File: src/mpse_pkg.sv
`timescale 1ns / 1ps
`default_nettype none
package mpse_pkg;

	// command codes carried in tuser
	localparam logic [1:0] CMD_REPORT = 2'd0;
	localparam logic [1:0] CMD_LOAD   = 2'd1;
	localparam logic [1:0] CMD_SHIFT  = 2'd2;

	// register indexes, taken from paddr[2]
	localparam logic REG_POS_LOW  = 1'b0;
	localparam logic REG_POS_HIGH = 1'b1;

	localparam int POS_W   = 9;
	localparam int DIV_W   = 4;
	localparam int MOT_W   = 8;
	localparam int BTN_W   = 3;
	localparam int SUM_W   = 11;
	localparam int DATA_BIT = 8;

	localparam logic [POS_W-1:0] POS_RESET  = 9'd236;
	localparam logic [POS_W-1:0] LOW_RESET  = 9'd151;
	localparam logic [POS_W-1:0] HIGH_RESET = 9'd309;
	localparam logic [DIV_W-1:0] DIV_RESET  = 4'd6;
	localparam logic [DIV_W-1:0] DIV_MAX    = 4'd10;
	localparam logic [DIV_W-1:0] DIV_WRAP   = 4'd4;
	localparam logic [DIV_W-1:0] DIV_STEP   = 4'd2;

	localparam logic [BTN_W-1:0] BTN_MIDDLE  = 3'b100;
	localparam logic [BTN_W-1:0] BTN_TRIGGER = 3'b011;

	localparam logic [2:0] DIV_LAST = 3'd7;

	typedef struct packed {
		logic start;
		logic div_step;
		logic commit;
	} ctrl_cmd_t;

	typedef struct packed {
		logic div_done;
		logic out_busy;
	} dp_stat_t;

endpackage
`default_nettype wire

File: src/mpse_ctrl.sv
`timescale 1ns / 1ps
`default_nettype none
module mpse_ctrl (
	input  wire logic                   clk,
	input  wire logic                   arst_n,
	input  wire logic                   s_tvalid,
	output logic                        s_tready,
	input  wire logic [1:0]             command,
	input  wire mpse_pkg::dp_stat_t     stat,
	output mpse_pkg::ctrl_cmd_t         cmd
);

	localparam logic [1:0] ST_IDLE   = 2'd0;
	localparam logic [1:0] ST_DIV    = 2'd1;
	localparam logic [1:0] ST_COMMIT = 2'd2;

	logic [1:0] state_q;
	logic [1:0] state_d;

	always_comb begin
		state_d      = state_q;
		s_tready     = 1'b0;
		cmd.start    = 1'b0;
		cmd.div_step = 1'b0;
		cmd.commit   = 1'b0;
		case (state_q)
			ST_IDLE: begin
				s_tready = 1'b1;
				if (s_tvalid) begin
					cmd.start = 1'b1;
					state_d = (command == mpse_pkg::CMD_REPORT) ? ST_DIV : ST_COMMIT;
				end
			end
			ST_DIV: begin
				cmd.div_step = 1'b1;
				if (stat.div_done) begin
					state_d = ST_COMMIT;
				end
			end
			ST_COMMIT: begin
				// hold until the output register is free
				if (!stat.out_busy) begin
					cmd.commit = 1'b1;
					state_d = ST_IDLE;
				end
			end
			default: begin
				state_d = ST_IDLE;
			end
		endcase
	end

	always_ff @(posedge clk or negedge arst_n) begin
		if (!arst_n) begin
			state_q <= ST_IDLE;
		end else begin
			state_q <= state_d;
		end
	end

endmodule
`default_nettype wire

File: src/mpse_dpath.sv
`timescale 1ns / 1ps
`default_nettype none
module mpse_dpath #(
	parameter int SHIFT_BITS = 9
) (
	input  wire logic                          clk,
	input  wire logic                          arst_n,
	input  wire mpse_pkg::ctrl_cmd_t           cmd,
	input  wire logic [1:0]                    command,
	input  wire logic [mpse_pkg::BTN_W-1:0]    buttons,
	input  wire logic [mpse_pkg::MOT_W-1:0]    motion_x,
	input  wire logic [mpse_pkg::POS_W-1:0]    position_low,
	input  wire logic [mpse_pkg::POS_W-1:0]    position_high,
	input  wire logic                          m_tready,
	output logic                               m_tvalid,
	output logic [15:0]                        m_tdata,
	output mpse_pkg::dp_stat_t                 stat
);

	logic [mpse_pkg::POS_W-1:0] position_q;
	logic [mpse_pkg::DIV_W-1:0] divisor_q;
	logic                       middle_q;
	logic                       trigger_q;
	logic [SHIFT_BITS-1:0]      shift_q;

	logic [1:0]                 command_q;
	logic                       neg_q;
	logic [mpse_pkg::MOT_W-1:0] quo_q;
	logic [mpse_pkg::DIV_W-1:0] rem_q;
	logic [2:0]                 cnt_q;

	logic                       out_valid_q;
	logic [15:0]                out_data_q;

	logic [mpse_pkg::MOT_W-1:0] mag;
	logic [mpse_pkg::DIV_W:0]   rem_sh;
	logic                       fits;
	logic [mpse_pkg::SUM_W-1:0] step;
	logic signed [mpse_pkg::SUM_W-1:0] sum;
	logic signed [mpse_pkg::SUM_W-1:0] lo_ext;
	logic signed [mpse_pkg::SUM_W-1:0] hi_ext;
	logic [mpse_pkg::POS_W-1:0] pos_next;
	logic [SHIFT_BITS-1:0]      shift_next;
	logic                       mid;
	logic [mpse_pkg::DIV_W-1:0] div_next;

	// magnitude of the motion; -128 comes out as 0x80
	assign mag    = motion_x[mpse_pkg::MOT_W-1] ? (~motion_x + 8'd1) : motion_x;
	assign mid    = (buttons & mpse_pkg::BTN_MIDDLE) != '0;
	assign div_next = (divisor_q < mpse_pkg::DIV_WRAP) ? mpse_pkg::DIV_MAX
		: divisor_q - mpse_pkg::DIV_STEP;

	// one restoring divide step per cycle, msb first
	assign rem_sh = {rem_q, quo_q[mpse_pkg::MOT_W-1]};
	assign fits   = rem_sh >= {1'b0, divisor_q};

	assign step   = neg_q ? (~{3'b000, quo_q} + 11'd1) : {3'b000, quo_q};
	assign sum    = signed'({2'b00, position_q} + step);
	assign lo_ext = signed'({2'b00, position_low});
	assign hi_ext = signed'({2'b00, position_high});

	always_comb begin
		pos_next   = position_q;
		shift_next = shift_q;
		case (command_q)
			mpse_pkg::CMD_REPORT: begin
				// upper clamp checked first; the upper clamp wins when the bounds are inverted
				if (sum > hi_ext) begin
					pos_next = position_high;
				end else if (sum < lo_ext) begin
					pos_next = (lo_ext > hi_ext) ? position_high : position_low;
				end else begin
					pos_next = sum[mpse_pkg::POS_W-1:0];
				end
			end
			mpse_pkg::CMD_LOAD: begin
				shift_next = SHIFT_BITS'(position_q);
			end
			mpse_pkg::CMD_SHIFT: begin
				shift_next = {shift_q[SHIFT_BITS-2:0], 1'b0};
			end
			default: begin
				pos_next   = position_q;
				shift_next = shift_q;
			end
		endcase
	end

	always_ff @(posedge clk or negedge arst_n) begin
		if (!arst_n) begin
			position_q  <= mpse_pkg::POS_RESET;
			divisor_q   <= mpse_pkg::DIV_RESET;
			middle_q    <= 1'b0;
			trigger_q   <= 1'b0;
			shift_q     <= '0;
			out_valid_q <= 1'b0;
			command_q   <= mpse_pkg::CMD_REPORT;
			cnt_q       <= '0;
		end else begin
			if (cmd.start) begin
				command_q <= command;
				cnt_q     <= '0;
				if (command == mpse_pkg::CMD_REPORT) begin
					if (mid && !middle_q) begin
						divisor_q <= div_next;
					end
					middle_q  <= mid;
					trigger_q <= (buttons & mpse_pkg::BTN_TRIGGER) != '0;
				end
			end
			if (cmd.div_step) begin
				cnt_q <= cnt_q + 3'd1;
			end
			if (cmd.commit) begin
				position_q  <= pos_next;
				shift_q     <= shift_next;
				out_valid_q <= 1'b1;
			end else if (m_tready) begin
				out_valid_q <= 1'b0;
			end
		end
	end

	always_ff @(posedge clk) begin
		if (cmd.start) begin
			neg_q <= motion_x[mpse_pkg::MOT_W-1];
			quo_q <= mag;
			rem_q <= '0;
		end else if (cmd.div_step) begin
			rem_q <= fits ? mpse_pkg::DIV_W'(rem_sh - {1'b0, divisor_q})
				: rem_sh[mpse_pkg::DIV_W-1:0];
			quo_q <= {quo_q[mpse_pkg::MOT_W-2:0], fits};
		end
		if (cmd.commit) begin
			out_data_q <= {1'b0, divisor_q, pos_next, trigger_q,
				shift_next[mpse_pkg::DATA_BIT]};
		end
	end

	assign stat.div_done = cnt_q == mpse_pkg::DIV_LAST;
	assign stat.out_busy = out_valid_q && !m_tready;
	assign m_tvalid      = out_valid_q;
	assign m_tdata       = out_data_q;

endmodule
`default_nettype wire

File: src/mouse_to_paddle_serial_encoder_top.sv
`timescale 1ns / 1ps
`default_nettype none
// Mouse to paddle encoder. Each input word carries a command in s_tuser: a mouse
// report (buttons and signed x motion in s_tdata), a load strobe or a shift clock
// strobe. Every word gives exactly one output word with the serial data level,
// trigger state, paddle position and current divisor, all as they stand after
// that word. For a report, the x motion is divided by a bit-serial restoring
// divider, one quotient bit per cycle for the eight quotient bits, then clamped
// and committed to the output register. Load, shift and unused commands go
// straight to the commit. The next word is accepted only after the previous
// one is committed, but also while the previous output word still waits; the
// commit waits only if the output register is still full.
// Bounds are written at byte addresses 0 (low) and 4 (high); the user must
// write them only while idle, as the block does not enforce it.
module mouse_to_paddle_serial_encoder_top #(
	parameter int SHIFT_BITS = 9
) (
	input  wire logic        clk,
	input  wire logic        arst_n,
	input  wire logic        s_tvalid,
	output logic             s_tready,
	input  wire logic [15:0] s_tdata,   // buttons[2:0], motion_x[10:3], zero
	input  wire logic [1:0]  s_tuser,   // command[1:0]
	output logic             m_tvalid,
	input  wire logic        m_tready,
	output logic [15:0]      m_tdata,   // data_level, trigger_pressed, paddle_position,
	                                    // divisor_now, zero
	input  wire logic        psel,
	input  wire logic        penable,
	input  wire logic        pwrite,
	input  wire logic [2:0]  paddr,
	input  wire logic [31:0] pwdata,
	output logic [31:0]      prdata,
	output logic             pready
);

	logic [mpse_pkg::POS_W-1:0] pos_low_q;
	logic [mpse_pkg::POS_W-1:0] pos_high_q;
	logic                       cfg_wr;
	mpse_pkg::ctrl_cmd_t        cmd;
	mpse_pkg::dp_stat_t         stat;

	assign pready = 1'b1;
	assign cfg_wr = psel && penable && pwrite && pready;

	always_ff @(posedge clk or negedge arst_n) begin
		if (!arst_n) begin
			pos_low_q  <= mpse_pkg::LOW_RESET;
			pos_high_q <= mpse_pkg::HIGH_RESET;
		end else if (cfg_wr) begin
			if (paddr[2] == mpse_pkg::REG_POS_LOW) begin
				pos_low_q <= pwdata[mpse_pkg::POS_W-1:0];
			end else begin
				pos_high_q <= pwdata[mpse_pkg::POS_W-1:0];
			end
		end
	end

	assign prdata = (paddr[2] == mpse_pkg::REG_POS_HIGH) ? {23'd0, pos_high_q}
		: {23'd0, pos_low_q};

	mpse_ctrl u_ctrl (
		.clk      (clk),
		.arst_n   (arst_n),
		.s_tvalid (s_tvalid),
		.s_tready (s_tready),
		.command  (s_tuser),
		.stat     (stat),
		.cmd      (cmd)
	);

	mpse_dpath #(
		.SHIFT_BITS (SHIFT_BITS)
	) u_dpath (
		.clk           (clk),
		.arst_n        (arst_n),
		.cmd           (cmd),
		.command       (s_tuser),
		.buttons       (s_tdata[2:0]),
		.motion_x      (s_tdata[10:3]),
		.position_low  (pos_low_q),
		.position_high (pos_high_q),
		.m_tready      (m_tready),
		.m_tvalid      (m_tvalid),
		.m_tdata       (m_tdata),
		.stat          (stat)
	);

endmodule
`default_nettype wire

File: config.mk
export PLATFORM = sky130hd
export DESIGN_NAME = mouse_to_paddle_serial_encoder_top
export DESIGN_NICKNAME = d
export VERILOG_FILES = /design/src/mpse_pkg.sv /design/src/mpse_ctrl.sv /design/src/mpse_dpath.sv /design/src/mouse_to_paddle_serial_encoder_top.sv
export SDC_FILE = /design/constraint.sdc
export NUM_CORES = 1
export LEC_CHECK = 0
export BUFFER_PORTS_ARGS = -buffer_cell sky130_fd_sc_hd__buf_2
export CORE_MARGIN = 2
export CORE_UTILIZATION = 56
export DETAILED_ROUTE_END_ITERATION = 16
export PLACE_DENSITY = 0.78
export SYNTH_ARGS = -nofsm -noshare
export SYNTH_HDL_FRONTEND = slang
export SYNTH_SLANG_ARGS = --single-unit
export TNS_END_PERCENT = 10
File: constraint.sdc
create_clock -name clk -period 5.3 [get_ports clk]
set_input_delay 0.53 -clock clk [delete_from_list [all_inputs] [get_ports clk]]
set_output_delay 0.53 -clock clk [all_outputs]
set_load 0.01 [all_outputs]
==> impl_metrics.json, run 1 <==
{
  "cp.arrival_ns": 5.01,
  "use_met3": 0.0453,
  "n_antenna_cell": 0,
  "cts.htree.levels": 3,
  "min_period_ns": 4.87,
  "grt_max_degree": 50,
  "endpoint": "u_dpath.m_tdata[3]$_DFFE_PP_",
  "clock_sinks": 76,
  "use_met1": 0.331,
  "cts.clk_slew.worst_paths_ns": 0.09,
  "power_mw": 4.39,
  "tightestPinTransition_ns": 0.883,
  "ant_nets": 0,
  "worstSetupEndpointType": "flop",
  "r2r-end": "u_dpath.m_tdata[3]$_DFFE_PP_",
  "crit_family": "compound AO/OA/AOI/OAI gates",
  "synthTopCellsByCount": "57 x nand2_1, 47 x ha_1, 42 x nor2_1, 42 x o21ai_0, 35 x inv_1",
  "die_w_um": 100,
  "report.final.slew_viol_count": 0,
  "ys.warnings.count": 0,
  "yosys.area.top_type_share": 0.155,
  "routed_wl_um": 11400,
  "setup.worst_path.class": "flop to flop",
  "setup_viol": 0,
  "post_drt_wl_per_cell_um": 16.1,
  "nFillCells": 767,
  "num_vias": 4184,
  "synth_top_cell_by_area": "dfrtp_1",
  "path_max_fanout": 11,
  "ir_drop_v": 0.000330,
  "slew_headroom": 0.411,
  "r2r_cells": 18,
  "gp_congestion": 0.931,
  "ys_ff_latch": 76,
  "status": "completed",
  "core_area_sq_um": 9110,
  "cp-start-kind": "flop",
  "synth_edf_count": 23,
  "top_usage_layer": "met2",
  "drt-vias-per-instance": 5.93,
  "fp.dieH_um": 100,
  "synth_most_common_cell": "nand2_1",
  "grt_overflow": 0,
  "post-route-drc-count": 0,
  "rrSetupSlack_ns": 0.43,
  "cap_violations": 0,
  "hpwlAfterDp_um": 8630,
  "multi_input_area_sq_um": 2820,
  "hold_buffers": 0,
  "cts_tree": "done",
  "crit_slowest_cell": "o211ai_2",
  "cts_inserted_buffers": 9,
  "dieArea_sq_um": 10000,
  "synth.area.top_cells": "dfrtp_1 16%, edfxtp_1 13%, ha_1 11%",
  "numPortBuffers": 54,
  "grt_antenna_before_repair": 0,
  "post_cts_buffers": 0,
  "finalSetupTns_ns": 0,
  "yosysSeqAreaShare": 0.391,
  "clkLatencyLatePin_ns": 0.37,
  "rr_startpoint": "u_dpath.quo_q[0]$_DFFE_PP_",
  "grt_pass1_wl_um": 18400,
  "p_leak_nw": 2.52,
  "first_pass_iters": 7,
  "synthFlopType": "dfrtp_1",
  "clockRootBuffer": "clkbuf_8",
  "clock_path_buffers": 2,
  "max_freq_ghz": 0.205,
  "synth_cells": 539,
  "holdCritPathClass": "input pin to async pin",
  "placementRows": 35,
  "post_cts_resized": 0,
  "postSynth.asyncResetShare": 0.645,
  "grt_pass1_vias": 3763,
  "avgSynthCellArea_sq_um": 9.58,
  "cp-startpoint": "u_dpath.quo_q[0]$_DFFE_PP_",
  "initialDrtViolationCount": 280,
  "ys_types": 63,
  "crit_chain": "inv_1 > ha_1 > nand2_1 > o21ai_0 > fa_1 > nand3_1 > nand2_1 > a21o_1 > a21oi_1 > xnor2_1 > ha_1 > and3_1 > a221o_1 > a31oi_1 > o21ai_0 > o211ai_2 > mux2i_1 > a221oi_1",
  "nets": 699,
  "post-route-period-util": 0.920,
  "io_pins": 111,
  "critPathBufInv": 1,
  "seqCellArea_sq_um": 2020,
  "clock-skew-final_ns": 0.0133,
  "start_util": 0.567,
  "syn-cell-area_sq_um": 5160,
  "drive_gt1_frac": 0.205,
  "p_per_area_nw_per_um2": 784,
  "hold_violations": 0,
  "track_usage": 0.235,
  "max_stage_delay_ns": 0.61,
  "critical_path_required_ns": 5.43,
  "area_growth_pct": 8.46,
  "met2_usage": 0.373,
  "worst-path-stages": 18,
  "rsz0062_at_grt": "false"
}
## worst register-to-register path: stages (launching register included)
cell,delay [ns]
edfxtp_1,0.45
inv_1,0.10
ha_1,0.23
nand2_1,0.06
o21ai_0,0.15
fa_1,0.46
nand3_1,0.12
nand2_1,0.09
a21o_1,0.18
a21oi_1,0.16
xnor2_1,0.21
ha_1,0.31
and3_1,0.21
a221o_1,0.30
a31oi_1,0.16
o21ai_0,0.16
o211ai_2,0.61
mux2i_1,0.28
a221oi_1,0.40
## layer usage
layer | part of all wire | up-vias
li1 | - | 2005
met1 | 0.44 | 1982
met2 | 0.46 | 173
met3 | 0.075 | 24
met4 | 0.019 | 0
met5 | 0 | -
## cells in the final DEF (no fill, tap or decap), types with 9 or more instances in the layout
cell type / instances
buf_2: 54
conb_1: 27
nor2_1: 42
dfstp_2: 17
mux2i_1: 10
edfxtp_1: 23
ha_1: 47
nor3_1: 10
a21oi_1: 22
clkbuf_8: 9
xnor2_1: 10
dfrtp_1: 32
a221oi_1: 18
mux2_2: 19
nand2_1: 57
nand2b_1: 9
inv_1: 35
xor2_1: 9
o21ai_0: 42
## report_power, final
group / switching (mW) / internal [mW]
combinational: 1.68 / 1.15
sequential: 0.200 / 0.926
clock: 0.259 / 0.182
total: 2.13 / 2.26
## area by class of cell
cell class | count | share of cell area
multi-input cells | 410 | 0.504
clock buffers | 9 | 0.0221
inverters | 35 | 0.0235
flip-flops and latches | 76 | 0.360
well taps | 111 | 0.0248
repair buffers | 58 | 0.0536
clock inverters | 7 | 0.0116
## cells by family (layout without fill, tap and decap cells)
kind of cell,count (synthesis),in the layout,share of synthesized area
flip-flops,76,76,0.391
buffers and inverters,78,109,0.0807
AO/OA/AOI/OAI,135,135,0.176
XOR/XNOR,19,19,0.0322
AND/OR/NAND/NOR,151,151,0.136
adder cells (fa/ha/maj),49,49,0.122
other,2,27,0.00145
multiplexers,29,29,0.0608
## registers in the layout, summed over array words and instances (netlist names)
| signal | flops |
|---|---|
| u_dpath.neg_q | 1 |
| u_dpath.shift_q | 9 |
| pos_low_q | 9 |
| u_dpath.divisor_q | 3 |
| u_dpath.trigger_q | 1 |
| u_dpath.middle_q | 1 |
| u_dpath.quo_q | 8 |
| u_dpath.m_tdata | 14 |
| u_ctrl.state_q | 2 |
| pos_high_q | 9 |
| u_dpath.rem_q | 4 |
| u_dpath.m_tvalid | 1 |
| u_dpath.command_q | 2 |
| u_dpath.cnt_q | 3 |
| u_dpath.position_q | 9 |
## through the flow
| step | hold WS [ns] | setup WS [ns] | instance area (sq um) | utilization | instances |
|---|---|---|---|---|---|
| 4_1_cts | 0.272 | 0.478 | 5600 | 0.615 | 706 |
| 6_report | 0.247 | 0.426 | 5600 | 0.615 | 706 |
| 5_1_grt | 0.302 | 0.0652 | 5600 | 0.615 | 706 |
| 3_5_place_dp | 0.445 | 0.522 | 5410 | 0.594 | 690 |
| 3_3_place_gp | 0.441 | 0.626 | 5410 | 0.594 | 690 |
| 2_1_floorplan | 0.234 | 1.32 | 5260 | - | 564 |
## worst min path at each step
| stage | cells after the start | startpoint | end |
|---|---|---|---|
| after floorplan | 0 | arst_n | pos_high_q[1]$_DFFE_PN0P_ |
| after global placement | 0 | u_dpath.trigger_q$_DFFE_PN0P_ | u_dpath.m_tdata[1]$_DFFE_PP_ |
| after detailed placement | 0 | u_dpath.trigger_q$_DFFE_PN0P_ | u_dpath.m_tdata[1]$_DFFE_PP_ |
| after CTS | 2 | arst_n | pos_high_q[1]$_DFFE_PN0P_ |
| after global routing | 2 | arst_n | pos_high_q[1]$_DFFE_PN0P_ |
| final | 2 | arst_n | pos_high_q[1]$_DFFE_PN0P_ |
Note: power is estimated with default switching activity, not from simulation.
==> inputs of run 2 (changes only) <==
--- a/config.mk
+++ b/config.mk
@@ -9,7 +9,8 @@
 export CORE_MARGIN = 2
 export CORE_UTILIZATION = 56
 export DETAILED_ROUTE_END_ITERATION = 16
-export PLACE_DENSITY = 0.78
+export GPL_ROUTABILITY_DRIVEN = 0
+export PLACE_DENSITY_LB_ADDON = 0.15
 export SYNTH_ARGS = -nofsm -noshare
 export SYNTH_HDL_FRONTEND = slang
 export SYNTH_SLANG_ARGS = --single-unit
==> run 2 against run 1 <==
Effect of this change:
- via count down 1.4%
- die area did not move
- non-clock buffer count is 2 lower
==> impl_metrics.json, run 2 (synthesis results as in run 1) <==
{
  "critical_path_required_ns": 5.38,
  "switchingPower_mw": 2.11,
  "worstSetupEndpointType": "flop",
  "grt_max_degree": 50,
  "rrSetupSlack_ns": 0.73,
  "drive_gt1_frac": 0.202,
  "initialDrtViolationCount": 238,
  "final_common_cell": "nand2_1",
  "cts.htree.levels": 3,
  "ant_nets": 0,
  "holdCritPathClass": "input pin to async pin",
  "setup.worst_path.class": "flop to flop",
  "cp-start-kind": "flop",
  "clock_path_buffers": 2,
  "post-route-period-util": 0.863,
  "start_util": 0.567,
  "netSwitchingFraction": 0.485,
  "mostFrequentLayoutCells": "57 x nand2_1, 54 x buf_2, 47 x ha_1",
  "die_w_um": 100,
  "area_growth_pct": 8.17,
  "hold_violations": 0,
  "p_per_area_nw_per_um2": 779,
  "setup_viol": 0,
  "cts_tree": "done",
  "cts_inserted_buffers": 9,
  "ir_drop_v": 0.000320,
  "post_cts_resized": 0,
  "numPortBuffers": 54,
  "num_vias": 4127,
  "fin_area_sq_um": 5590,
  "post_drt_wl_per_cell_um": 15.7,
  "report.final.slew_viol_count": 0,
  "hpwlAfterDp_um": 8440,
  "largest_reg_flops": 14,
  "grt_pass1_wl_um": 18500,
  "tightestPinTransition_ns": 1.07,
  "post-route-drc-count": 0,
  "finalSetupTns_ns": 0,
  "grt_overflow": 0,
  "clkLatencyLatePin_ns": 0.36,
  "routed_wl_um": 11100,
  "cap_violations": 0,
  "cts.clk_slew.worst_paths_ns": 0.09,
  "comb_power_share": 0.643,
  "max_freq_ghz": 0.219,
  "seq_power_share": 0.259,
  "r2r_cells": 19,
  "intPower_mw": 2.24,
  "placed_cell_area_sq_um": 5400,
  "drt-vias-per-instance": 5.86,
  "nets": 697,
  "clockRootBuffer": "clkbuf_8",
  "clock-skew-final_ns": 0.0128,
  "p_leak_nw": 2.51,
  "dieArea_sq_um": 10000,
  "track_usage": 0.235,
  "slew_headroom": 0.285,
  "placementRows": 35,
  "r2r-end": "u_dpath.m_tdata[2]$_DFFE_PP_",
  "cp.arrival_ns": 4.65,
  "first_pass_iters": 5,
  "rr_startpoint": "u_dpath.quo_q[0]$_DFFE_PP_",
  "grt_antenna_before_repair": 0,
  "hold_buffers": 0,
  "io_pins": 111,
  "grt_pass1_vias": 3877,
  "clkPwrFrac": 0.098,
  "fp.dieH_um": 100,
  "rsz0062_at_grt": "false",
  "core_area_sq_um": 9110,
  "status": "completed",
  "path_max_fanout": 11,
  "post_cts_buffers": 0,
  "clock_sinks": 76,
  "min_period_ns": 4.57,
  "n_antenna_cell": 0
}
==> run 2: routing by layer <==
metal,vias to the layer above,part of all wire,wire length (um),track usage
li1,2003,-,-,-
met1,1935,0.48,5280,0.339
met2,162,0.43,4790,0.347
met3,27,0.062,692,0.0390
met4,0,0.029,321,0.111
met5,-,0,0,0
==> run 2: worst max path at each step <==
stage / to / cells past startpoint / startpoint
2_1_floorplan: u_dpath.m_tdata[9]$_DFFE_PP_ / 19 / u_dpath.quo_q[0]$_DFFE_PP_
3_3_place_gp: u_dpath.m_tdata[2]$_DFFE_PP_ / 19 / u_dpath.quo_q[0]$_DFFE_PP_
3_5_place_dp: u_dpath.m_tdata[4]$_DFFE_PP_ / 19 / u_dpath.quo_q[0]$_DFFE_PP_
4_1_cts: u_dpath.m_tdata[2]$_DFFE_PP_ / 19 / u_dpath.quo_q[0]$_DFFE_PP_
5_1_grt: u_dpath.m_tdata[4]$_DFFE_PP_ / 19 / u_dpath.quo_q[0]$_DFFE_PP_
6_report: u_dpath.m_tdata[2]$_DFFE_PP_ / 19 / u_dpath.quo_q[0]$_DFFE_PP_
==> run 2: critical path: stages (launching register included) <==
cell and delay [ns]:
edfxtp_1 0.45, inv_1 0.10, ha_1 0.23, nand2_1 0.06, o21ai_0 0.15, fa_1 0.46
nand3_1 0.13, nand2_1 0.10, a21o_1 0.18, a21oi_1 0.17, xnor2_1 0.23, ha_1 0.32
and3_1 0.20, a221o_1 0.29, a31oi_1 0.15, o21ai_0 0.16, o211ai_2 0.16, buf_4 0.24
mux2i_1 0.36, a211oi_1 0.15
==> run 2: area by class of cell <==
type / count / area, sq um
fill: 782 / 3520
multi-input combinational: 410 / 2820
sequential: 76 / 2020
timing repair buffer: 56 / 285
tap: 111 / 139
inverter: 35 / 131
clock buffer: 9 / 124
clock inverter: 7 / 65.1
==> run 2: power groups by stage <==
stage	sequential [mW]	clock, mW	combinational (mW)
floorplan	1.09	0	2.12
CTS	1.12	0.439	2.75
global placement	1.12	0	2.62
global route	1.16	0.463	3.13
detailed placement	1.13	0	2.73
finish	1.13	0.427	2.80
==> run 2: through the flow <==
stage	setup WS, ns	hold WS (ns)	util	power (mW)	cells
3_5_place_dp	0.822	0.458	0.592	3.86	688
5_1_grt	0.442	0.389	0.613	4.75	704
4_1_cts	0.795	0.390	0.613	4.31	704
2_1_floorplan	1.32	0.234	-	3.22	564
6_report	0.726	0.362	0.613	4.35	704
3_3_place_gp	0.882	0.435	0.592	3.74	688
==> inputs of run 3 (changes only) <==
--- a/config.mk
+++ b/config.mk
@@ -8,6 +8,7 @@
 export BUFFER_PORTS_ARGS = -buffer_cell sky130_fd_sc_hd__buf_2
 export CORE_MARGIN = 2
 export CORE_UTILIZATION = 56
+export CTS_BUF_LIST = sky130_fd_sc_hd__clkbuf_16
 export DETAILED_ROUTE_END_ITERATION = 16
 export GPL_ROUTABILITY_DRIVEN = 0
 export PLACE_DENSITY_LB_ADDON = 0.15
==> run 3 against run 2 <==
Effect of this change:
- routed wire length shrank 0.39%
- worst hold slack gained 0.031 ns
- design area grew 1.8%
- worst setup slack lost 0.016 ns
- flip-flop and latch count is the same
- maximum frequency shrank 0.35%
- combinational power is essentially flat
- clock power grew 40%
- critical path depth is the same
- clock-buffer cell count is the same
- register-to-register slack lost 0.02 ns
- via count shrank 0.99%
- critical path type unchanged
- largest cell class unchanged
- largest power group unchanged
- highest routed layer unchanged
==> impl_metrics.json, run 3 (synthesis results as in run 1) <==
{
  "rsz0062_at_grt": "false",
  "grt_max_degree": 50,
  "hold_buffers": 0,
  "post_cts_buffers": 0,
  "rrSetupSlack_ns": 0.71,
  "dieArea_sq_um": 10000,
  "tightestPinTransition_ns": 1.08,
  "crit_family": "compound AO/OA/AOI/OAI gates",
  "hold_violations": 0,
  "max_stage_delay_ns": 0.46,
  "setup.worst_path.class": "flop to flop",
  "report.final.slew_viol_count": 0,
  "fp.dieH_um": 100,
  "clock-skew-final_ns": 0.00929,
  "drt-vias-per-instance": 5.80,
  "clockRootBuffer": "clkbuf_16",
  "slew_headroom": 0.283,
  "n_antenna_cell": 0,
  "routed_wl_um": 11000,
  "numPortBuffers": 54,
  "grt_pass1_wl_um": 18500,
  "cp-start-kind": "flop",
  "grt_antenna_before_repair": 0,
  "ir_drop_v": 0.000394,
  "cts_tree": "done",
  "finalSetupTns_ns": 0,
  "first_pass_iters": 8,
  "nets": 697,
  "post_drt_wl_per_cell_um": 15.7,
  "crit_chain": "inv_1 > ha_1 > nand2_1 > o21ai_0 > fa_1 > nand3_1 > nand2_1 > a21o_1 > a21oi_1 > xnor2_1 > ha_1 > and3_1 > a221o_1 > a31oi_1 > o21ai_0 > o211ai_2 > buf_4 > mux2i_1 > a221oi_1",
  "p_leak_nw": 2.56,
  "drive_gt1_frac": 0.202,
  "hpwlAfterDp_um": 8440,
  "critPathBufInv": 2,
  "holdCritPathClass": "input pin to async pin",
  "placementRows": 35,
  "cap_violations": 0,
  "grt_pass1_vias": 3862,
  "path_max_fanout": 11,
  "post_cts_resized": 0,
  "io_pins": 111,
  "worstSetupEndpointType": "flop",
  "setup_viol": 0,
  "clock_sinks": 76,
  "post-route-period-util": 0.866,
  "die_w_um": 100,
  "ant_nets": 0,
  "crit_slowest_cell": "fa_1",
  "max_freq_ghz": 0.218,
  "initialDrtViolationCount": 306,
  "grt_overflow": 0,
  "post-route-drc-count": 0,
  "largest_reg_flops": 14,
  "fin_ws_ns": 0.710,
  "nFillCells": 765,
  "cts.htree.levels": 3,
  "cp.arrival_ns": 4.65,
  "core_area_sq_um": 9110,
  "critical_path_required_ns": 5.36,
  "cts.clk_slew.worst_paths_ns": 0.06,
  "clock_path_buffers": 2,
  "place_ws_ns": 0.822,
  "final_common_cell": "nand2_1",
  "area_growth_pct": 10.1,
  "start_util": 0.567,
  "clkLatencyLatePin_ns": 0.34,
  "cts_inserted_buffers": 9,
  "min_period_ns": 4.59,
  "mostFrequentLayoutCells": "57 x nand2_1, 54 x buf_2, 47 x ha_1",
  "p_per_area_nw_per_um2": 793,
  "track_usage": 0.234,
  "status": "completed",
  "num_vias": 4086
}
-- run 3: cell counts in the layout (fill, tap and decap cells not counted) --
Identical to the previous run, type by type.
-- run 3: power breakdown --
group          total, mW  switching, mW  internal (mW)
Sequential          1.13          0.199          0.928
Clock              0.596          0.268          0.329
Combinational       2.79           1.66           1.13
Total               4.51           2.12           2.39
-- run 3: layout make-up --
class	count	area, sq um	area share
inverter	35	131	0.0231
tap	111	139	0.0244
timing repair buffer	56	285	0.0502
multi-input combinational	410	2820	0.496
clock inverter	7	65.1	0.0114
clock buffer	9	225	0.0396
sequential	76	2020	0.355
-- run 3: metal layers --
layer	up-vias	GRT usage	wire, um
met5	-	0	0
met1	1917	0.340	5320
met3	27	0.0334	660
met4	0	0.113	330
met2	136	0.345	4730
li1	2006	-	-
-- run 3: through the flow --
step                      total power [mW]  hold WS (ns)   util  cell area, sq um  cells
after floorplan                       3.22         0.234      -              5260    564
after global placement                3.74         0.435  0.592              5400    688
after detailed placement              3.86         0.458  0.592              5400    688
after CTS                             4.47         0.426  0.624              5690    704
after global routing                  4.92         0.427  0.624              5690    704
final                                 4.51         0.393  0.624              5690    704
-- run 3: final timing paths --
check / from / endpoint / depth (start not counted)
max: u_dpath.quo_q[0]$_DFFE_PP_ / u_dpath.m_tdata[4]$_DFFE_PP_ / 19
min: arst_n / pos_high_q[6]$_DFFE_PN0P_ / 1
max reg2reg: u_dpath.quo_q[0]$_DFFE_PP_ / u_dpath.m_tdata[4]$_DFFE_PP_ / 19
min reg2reg: u_dpath.trigger_q$_DFFE_PN0P_ / u_dpath.m_tdata[1]$_DFFE_PP_ / 0
max in group asynchronous: arst_n / u_dpath.cnt_q[0]$_DFFE_PN0P_ / 1
min in group clk: s_tdata[2] / u_dpath.middle_q$_DFFE_PN0P_ / 2
